### src/rtl/pctbl_pkg.sv
// Shared types and constants for the per-client token bucket limiter.
// Holds opcodes, register indexes, table sizing, the FSM state type and control structs.
// No dependencies.
`timescale 1ns / 1ps

package pctbl_pkg;

   localparam int TABLE_ENTRIES = 64;
   localparam int IDX_W         = $clog2(TABLE_ENTRIES);
   localparam int CNT_W         = $clog2(TABLE_ENTRIES + 1);
   localparam int ADDR_W        = 32;
   localparam int MS_PER_S      = 1000;
   localparam int LIMIT_W       = 33;

   localparam logic [2:0] OP_REQUEST = 3'd0;
   localparam logic [2:0] OP_QUERY   = 3'd1;
   localparam logic [2:0] OP_RESET   = 3'd2;
   localparam logic [2:0] OP_CLEANUP = 3'd3;
   localparam logic [2:0] OP_CLEAR   = 3'd4;

   localparam logic CSR_BURST_SIZE = 1'b0;
   localparam logic CSR_REFILL     = 1'b1;

   localparam logic [15:0] BURST_RESET  = 16'd10;
   localparam logic [31:0] REFILL_RESET = 32'd6554;

   typedef enum logic [2:0] {
      ST_IDLE,
      ST_START,
      ST_SCAN,
      ST_DRAIN,
      ST_MUL,
      ST_SUM,
      ST_WRITE,
      ST_RESP
   } state_type;

   typedef struct packed {
      logic [ADDR_W-1:0] addr;
      logic [31:0]       tokens;
      logic [31:0]       refill_ms;
      logic [31:0]       access_ms;
   } entry_type;

   typedef struct packed {
      logic latch;
      logic scan_init;
      logic scan;
      logic mul;
      logic sum;
      logic write;
      logic load_rsp;
   } cmd_type;

   typedef struct packed {
      logic need_scan;
      logic mul_path;
      logic scan_last;
      logic rsp_free;
   } status_type;

endpackage

### src/rtl/pctbl_ctrl.sv
// Controller FSM of the token bucket limiter: sequences latch, table scan,
// refill arithmetic, write-back and result transfer. Depends on pctbl_pkg.
`timescale 1ns / 1ps

module pctbl_ctrl (
   input  logic                  clock,
   input  logic                  reset,
   input  logic                  req_valid,
   output logic                  req_stall,
   input  pctbl_pkg::status_type status,
   output pctbl_pkg::cmd_type    cmd
);

   pctbl_pkg::state_type state_ff, state_in;

   always_ff @(posedge clock) begin
      if (reset) begin
         state_ff <= pctbl_pkg::ST_IDLE;
      end else begin
         state_ff <= state_in;
      end
   end

   always_comb begin
      state_in = state_ff;
      unique case (state_ff)
         pctbl_pkg::ST_IDLE: begin
            if (req_valid) state_in = pctbl_pkg::ST_START;
         end
         pctbl_pkg::ST_START: begin
            state_in = status.need_scan ? pctbl_pkg::ST_SCAN : pctbl_pkg::ST_WRITE;
         end
         pctbl_pkg::ST_SCAN: begin
            if (status.scan_last) state_in = pctbl_pkg::ST_DRAIN;
         end
         pctbl_pkg::ST_DRAIN: begin
            state_in = status.mul_path ? pctbl_pkg::ST_MUL : pctbl_pkg::ST_WRITE;
         end
         pctbl_pkg::ST_MUL:   state_in = pctbl_pkg::ST_SUM;
         pctbl_pkg::ST_SUM:   state_in = pctbl_pkg::ST_WRITE;
         pctbl_pkg::ST_WRITE: state_in = pctbl_pkg::ST_RESP;
         pctbl_pkg::ST_RESP: begin
            if (status.rsp_free) state_in = pctbl_pkg::ST_IDLE;
         end
         default: state_in = pctbl_pkg::ST_IDLE;
      endcase
   end

   always_comb begin
      cmd       = '0;
      req_stall = 1'b1;
      unique case (state_ff)
         pctbl_pkg::ST_IDLE: begin
            req_stall = 1'b0;
            cmd.latch = req_valid;
         end
         pctbl_pkg::ST_START: cmd.scan_init = 1'b1;
         pctbl_pkg::ST_SCAN:  cmd.scan = 1'b1;
         pctbl_pkg::ST_DRAIN: ;
         pctbl_pkg::ST_MUL:   cmd.mul = 1'b1;
         pctbl_pkg::ST_SUM:   cmd.sum = 1'b1;
         pctbl_pkg::ST_WRITE: cmd.write = 1'b1;
         pctbl_pkg::ST_RESP:  cmd.load_rsp = status.rsp_free;
         default: ;
      endcase
   end

endmodule

### config.mk
export PLATFORM = sky130hd
export DESIGN_NAME = pctbl_ctrl
export DESIGN_NICKNAME = d
export VERILOG_FILES = /design/src/rtl/pctbl_pkg.sv /design/src/rtl/pctbl_ctrl.sv
export SDC_FILE = /design/constraint.sdc
export NUM_CORES = 1
export LEC_CHECK = 0
export ABC_AREA = 1
export BUFFER_PORTS_ARGS = -buffer_cell sky130_fd_sc_hd__buf_2
export CAP_MARGIN = 20
export CORE_AREA = 8 8 45 47
export CTS_CLUSTER_DIAMETER = 200
export CTS_CLUSTER_SIZE = 28
export DETAILED_ROUTE_END_ITERATION = 16
export DIE_AREA = 0 0 53 55
export GPL_TIMING_DRIVEN = 1
export PLACE_DENSITY = 0.49
export SYNTH_ARGS = -nofsm -noshare
export SYNTH_HDL_FRONTEND = slang
export SYNTH_SLANG_ARGS = --single-unit
### constraint.sdc
create_clock -name clock -period 1.1 [get_ports clock]
set_input_delay 0.11 -clock clock [delete_from_list [all_inputs] [get_ports clock]]
set_output_delay 0.11 -clock clock [all_outputs]
set_load 0.01 [all_outputs]
; ---- Yosys cells after proc, flatten, opt, wreduce, memory -nomap -nowiden
; Index checks and enable logic that the tools add are counted.
[totals]
reg_bits = 3
latchBits = 0
ramBits = 0
rom_bits = 0
in_bits = 7
out_inout_bits = 8
memories = 0
[classes]
n_addsub = 0
multipliers = 0
div_mod_pow = 0
n_lt_le_gt_ge = 0
eq_ne = 10
shifts = 0
mux = 14
n_bitwise = 0
n_reduce_logical = 2
[op_table]
columns = op, count
row1 = $pmux 3 s8, 1
row2 = $eq 3x3->1 const B, 4
row3 = $mux 3, 4
row4 = $mux 1, 8
row5 = $eq 3x2->1 const B, 2
row6 = $ne 2x2->1 const B, 3
row7 = $eq 3x1->1 const B, 1
row8 = $logic_not 3->1, 1
row9 = $reduce_and 3->1, 1
row10 = $mux 2, 1

; ---- Logic depth before layout (Yosys ltp)
; Gate-level depths: netlist of the first run.
[logic_depth]
depth_word = 3
depth_mapped = 7
ltp_nobuf = 7

; ---- Least setup slack after synthesis of the first run
; No wires, ideal clock.
[synth_timing]
path_kind = register to output
startpoint = reg state_ff[0]
endpoint = out cmd[6] (netlist name)
arrival_time_ps = 835
slack_ps = 155
path_stages_with_launch = 5
n_path_buf = 1
cell_sequence = dfxtp_1 buf_6 nor2_2 nand2_1 nor2_1
[synth_rtl]
columns = item, line_no
row1 = "start, declared", pctbl_ctrl.sv:14  ; pctbl_pkg::state_type state_ff, state_in;
row2 = "start signal, assigned", pctbl_ctrl.sv:18  ; state_ff <= pctbl_pkg::ST_IDLE;
row3 = "start signal, assigned", pctbl_ctrl.sv:20  ; state_ff <= state_in;
row4 = "end, declared", pctbl_ctrl.sv:11  ; output pctbl_pkg::cmd_type cmd

==> results of run 1 <==
-- placed cells by master (no fill, tap or decap), types with 2 or more instances in the layout --
master,netlist,final
inv_1,8,8
nand3_1,2,2
nand2_2,0,2
nor3_1,3,2
buf_4,0,3
nor2_1,8,8
clkbuf_4,0,3
buf_2,0,14
dfxtp_4,0,3
o21ai_1,2,2
nand2_1,7,5
inv_4,0,2
-- worst min path at each step --
stage	to	slack [ns]	cells after the start
finish	state_ff[1]	0.06	2
global route	state_ff[1]	0.04	2
detailed placement	state_ff[1]	0.29	2
floorplan	state_ff[1]	0.18	1
CTS	state_ff[1]	0.05	2
global placement	state_ff[1]	0.29	2
-- per-stage QoR --
stage	cell area [um^2]	std cells
3_5_place_dp	329.1	72
4_1_cts	396.6	78
2_1_floorplan	250.2	43
5_1_grt	409.1	79
3_3_place_gp	329.1	72
6_report	409.1	79
-- power breakdown --
group	switching, mW	total, mW	internal (mW)	leakage (nW)
logic	0.157	0.295	0.138	0.203
clock network	0.0570	0.193	0.136	0.0150
registers	0.0559	0.197	0.141	0.0267
-- Yosys cell counts (all sizes together) --
library cell,number
nand4,1
buf,1
nand3,3
nand2,7
inv,11
a21oi,1
nor3,3
dfxtp,3
o211ai,1
nor2,10
o21ai,2
-- area by class of cell --
| class | instances | area share [%] |
|---|---|---|
| clock buffer | 4 | 6.422 |
| inverter | 11 | 11.31 |
| multi-input combinational | 28 | 37.31 |
| sequential | 3 | 17.43 |
| tap | 16 | 4.893 |
| timing repair buffer | 17 | 22.63 |
-- per-layer routing --
| metal | vias to the layer above | routed length [um] | share of wire (%) |
|---|---|---|---|
| met5 | - | 0 | 0 |
| met4 | 0 | 21 | 2.7 |
| met3 | 2 | 52 | 6.8 |
| met2 | 9 | 386 | 51 |
| met1 | 125 | 303 | 40 |
| li1 | 172 | - | - |
-- repair_timing --
item | 4_1_cts | 5_1_grt
pin swaps | 1 | 2
endpoints found under the setup margin | 8 | 7
gates resized for setup | 10 | 2
buffers inserted | 2 | 1
-- logic make-up (layout without fill, tap and decap cells) --
group | Yosys count | count (layout) | share of synthesized area, %
buffers and inverters | 12 | 32 | 21.00
AOI/OAI and AO/OA | 4 | 4 | 11.00
and+or+nand+nor | 24 | 24 | 44.00
DFF | 3 | 3 | 24.00
-- worst register-to-register path: stages (launching register included) --
cell	delay (ns)
dfxtp_4	0.38
nor2_4	0.13
buf_4	0.12
nand3_1	0.08
nand2_1	0.08
inv_1	0.04
o211ai_2	0.05
inv_2	0.04
==> flow_summary.toml, run 1 <==
[yosys]
yosys_warnings = 0
synth_area_um2 = 250.2
syn_inst = 43
syn-num-nets = 50
syn_area_per_cell_um2 = 5.820
yosysSeqAreaShare_pct = 24.00
synth_area_leaders = "dfxtp_1 (24%), inv_1 (12%), nor2_1 (12%)"
synth_top_cell_by_area = "dfxtp_1"
ys_ff_latch = 3
synth_top_area_share_pct = 24.00
yosysUniqueCellTypes = 14

[routing]
drtAntennaViolNets = 0
vias_per_cell = 3.899
drcViolationCount = 0
vias = 308
wl_per_cell_um = 9.671
wl_um = 764
drt_pass1_iterations = 4
drt_iter0_drc = 7

[cells_and_area]
seq_area_um2 = 71.32
antennaDiodeCount = 0
top_regs = "state_ff x3"
final_util_pct = 29.57
nets = 71
regMostFlops = "state_ff"
fill_cells = 162
area_growth_syn_to_layout_pct = 63.50
largest_reg_flops = 3
drive_above_1_share_pct = 52.38
multi_input_area_um2 = 152.6

[clock_network]
cts_root_buffer = "clkbuf_4"
clock_latency_ns = 0.23
cts_buffers = 3
cts.clk_slew.worst_paths_ns = 0.04
cts_hold_buf = 0
cts.htree.levels = 1
clk_path_buf_depth = 2
cts_tree = "yes"
cts_sinks = 3

[worst_setup_path]
reg2reg_depth = 7
crit_end = "cmd[6]"
path_max_fanout = 10
cp.depth = 4
worstReg2RegStart = "state_ff[0]"
reg2reg_slack_ns = 0.07
path_cells = "nor2_4 > nand2_2 > nor2_1 > buf_2"
required_ns = 0.99
cp-start-kind = "flop"
crit_slowest_cell = "dfxtp_4"
cp-startpoint = "state_ff[0]"
r2r-end = "state_ff[0]"
path_buf_inv = 1
slowest_delay_ns = 0.38
arrival_ns = 1.01
crit_family = "flip-flops"
crit_type = "reg -> out"
end_kind = "output port"

[sta]
period_minus_slack_ns = 1.116
final-max-slew-violation-count = 0
layout_setup_ws_ns = -0.01624
setup_tns_ns = -0.01624
hold_slack_ns = 0.05586
slew-limit-headroom_pct = 90.19
grt_setup_unrepaired = "yes"
tightest_slew_ns = 0.1460
setup_viol = 1
fin_skew_ns = 0.003258
hold_violations = 0
period_share_pct = 101.5
fmax_ghz = 0.8959

[placement]
gp_congestion = 0.7043
dp_hpwl_um = 575.3
portBuffers = 14
preCtsSetupSlack_ns = 0.04071

[pwr]
total_power_mw = 0.6845
peakVddDrop_mv = 0.5697
power_density_mw_per_mm2 = 1673
leakage_nw = 0.2442

[global_routing]
overflow = 0
grt_use_total_pct = 5.786
grt-busiest-layer = "met2"
antenna_found_initial = 0
grt_max_degree = 11
grt_pass1_vias = 324
grt_pass1_wl_um = 1193
use_met2_pct = 9.375
grtUsageMet3_pct = 2.674
met1_usage_pct = 4.545

[outcome]
violations = "setup timing"
status = "finished with violations"

[worst_hold_path]
min_path_type = "in -> reg"
hp-start = "reset"

[floorplan]
core-area_mm2 = 0.001384
die_area_mm2 = 0.002915
die_h_um = 55
io_pins = 15
start_util_pct = 18.08
die_w_um = 53
fp-row-count = 14

[run]
drv_cap = 0
Note: power is estimated with default switching activity, not from simulation.
==> run 2, diff against run 1 <==
--- a/config.mk
+++ b/config.mk
@@ -8,11 +8,12 @@
 export ABC_AREA = 1
 export BUFFER_PORTS_ARGS = -buffer_cell sky130_fd_sc_hd__buf_2
 export CAP_MARGIN = 20
-export CORE_AREA = 8 8 45 47
+export CORE_AREA = 2 2 39 41
+export CTS_BUF_LIST = sky130_fd_sc_hd__clkbuf_2 sky130_fd_sc_hd__clkbuf_4 sky130_fd_sc_hd__clkbuf_8
 export CTS_CLUSTER_DIAMETER = 200
 export CTS_CLUSTER_SIZE = 28
 export DETAILED_ROUTE_END_ITERATION = 16
-export DIE_AREA = 0 0 53 55
+export DIE_AREA = 0 0 41 43
 export GPL_TIMING_DRIVEN = 1
 export PLACE_DENSITY = 0.49
 export SYNTH_ARGS = -nofsm -noshare
==> run 2 against run 1 <==
The flow still finishes with violations (setup timing). Combinational power increased by 11%. Critical path depth unchanged. Clock power grew 13%. Die area is 40% lower. Clock skew shrank 0.0021 ns. Utilization increased by 2.2 points. Clock-buffer cell count unchanged. Design area up 7.3%. Register-to-register slack worse by 0.09 ns. Sequential share of layout area fell by 1.2 points. Setup slack got worse by 0.0089 ns. Critical path type unchanged. Highest routed layer is now met3.
==> flow_summary.toml, run 2 (synthesis results as in run 1) <==
[global_routing]
overflow = 0
grt_pass1_wl_um = 883
grt_use_total_pct = 8.124
grt_max_degree = 10
antenna_found_initial = 0
grt_pass1_vias = 254

[routing]
wl_per_cell_um = 8.750
vias_per_cell = 4.025
drt_iter0_drc = 9
wl_um = 700
drtAntennaViolNets = 0
vias = 322
drt_pass1_iterations = 4
drcViolationCount = 0

[cells_and_area]
regMostFlops = "state_ff"
area_growth_syn_to_layout_pct = 75.50
nets = 72
layoutNonFillerInstCount = 80
largest_reg_flops = 3
fill_cells = 155
top_regs = "state_ff x3"
antennaDiodeCount = 0
layout_common_cells = "buf_2 (14), inv_1 (8), nor2_1 (7)"
final_common_cell = "buf_2"
drive_above_1_share_pct = 57.81

[worst_setup_path]
crit_type = "reg -> out"
path_buf_inv = 2
cp-start-kind = "flop"
crit_slowest_cell = "dfxtp_4"
end_kind = "output port"
path_max_fanout = 4
arrival_ns = 1.02
path_cells = "buf_6 > nand3_2 > nor2_1 > buf_2"
required_ns = 0.99
crit_family = "flip-flops"
slowest_delay_ns = 0.37

[sta]
tightest_slew_ns = 0.1547
setup_tns_ns = -0.07868
grt_setup_unrepaired = "yes"
setup_viol = 6
final-max-slew-violation-count = 0
slew-limit-headroom_pct = 89.61
fmax_ghz = 0.8888
period_minus_slack_ns = 1.125
hold_violations = 0
period_share_pct = 102.3
fin_skew_ns = 0.001177
layout_setup_ws_ns = -0.02515

[placement]
portBuffers = 14
dp_cells = 72
gp_congestion = 0.7201
dp_hpwl_um = 485.4

[clock_network]
cts_root_buffer = "clkbuf_4"
cts.htree.levels = 1
cts_sinks = 3
cts_buffers = 3
cts_hold_buf = 0
clk_path_buf_depth = 2
cts_tree = "yes"
clock_latency_ns = 0.23
cts.clk_slew.worst_paths_ns = 0.04

[pwr]
power_density_mw_per_mm2 = 1674
peakVddDrop_mv = 0.4110
leakage_nw = 0.2550

[floorplan]
core-area_mm2 = 0.001384
io_pins = 15
die_area_mm2 = 0.001763
fp-row-count = 14
die_w_um = 41
die_h_um = 43
start_util_pct = 18.08

[outcome]
violations = "setup timing"
status = "finished with violations"

[worst_hold_path]
min_path_type = "in -> reg"

[run]
drv_cap = 0
## run 2: layout make-up
class / count / area [um^2] / share of cell area [%]
multi-input combinational: 28 / 167.7 / 38.18
tap: 16 / 20.02 / 4.558
clock buffer: 4 / 30.03 / 6.838
inverter: 11 / 46.29 / 10.54
sequential: 3 / 71.32 / 16.24
timing repair buffer: 18 / 103.9 / 23.65
## run 2: where the power goes
group          leakage (nW)  internal [mW]  switching (mW)  total [mW]
registers            0.0267          0.141          0.0483       0.189
logic                 0.210          0.149           0.179       0.328
clock network        0.0184          0.161          0.0572       0.218
total                 0.255          0.451           0.284       0.735
## run 2: through the flow
stage | setup WS, ns | hold slack (ns) | total power [mW] | utilization [%] | cell area [um^2]
finish | -0.02515 | 0.04922 | 0.7350 | 31.74 | 439.2
global route | -0.07408 | 0.04809 | 0.7831 | 31.74 | 439.2
CTS | -0.008775 | 0.04369 | 0.6804 | 28.39 | 392.9
detailed placement | 0.02691 | 0.2981 | 0.4106 | 23.78 | 329.1
global placement | 0.03889 | 0.2951 | 0.4131 | 23.78 | 329.1
floorplan | 0.1545 | 0.1824 | 0.3466 | - | 250.2
## run 2: per-layer routing
metal | wire (um) | GRT usage (%) | vias up
li1 | - | - | 172
met1 | 277 | 7.372 | 141
met2 | 383 | 11.56 | 9
met3 | 39 | 1.571 | 0
met4 | 0 | 12.00 | 0
met5 | 0 | 0 | -
## run 2: worst paths after layout
| path | from | to | slack (ns) | depth (start not counted) |
|---|---|---|---|---|
| worst max-delay path | state_ff[0] | cmd[0] | -0.03 | 4 |
| worst max register to register | state_ff[0] | state_ff[2] | -0.02 | 8 |
| worst min register to register | state_ff[0] | state_ff[1] | 0.67 | 4 |
| worst min-delay path | reset | state_ff[1] | 0.05 | 2 |
## run 2: worst register-to-register path, cell delays in order (launching register included)
cell and delay, ns:
dfxtp_4 0.35, buf_6 0.13, buf_4 0.13, nand2_1 0.07, nand2_1 0.06, nand2_1 0.05, o21ai_1 0.06, o21ai_1 0.12
inv_1 0.04
## run 2: what timing repair did
| action | CTS | global route |
|---|---|---|
| pin swaps | 1 | 7 |
| setup buffers | 2 | 2 |
| gates resized for setup | 8 | 10 |
| endpoints found under the setup margin | 8 | 6 |
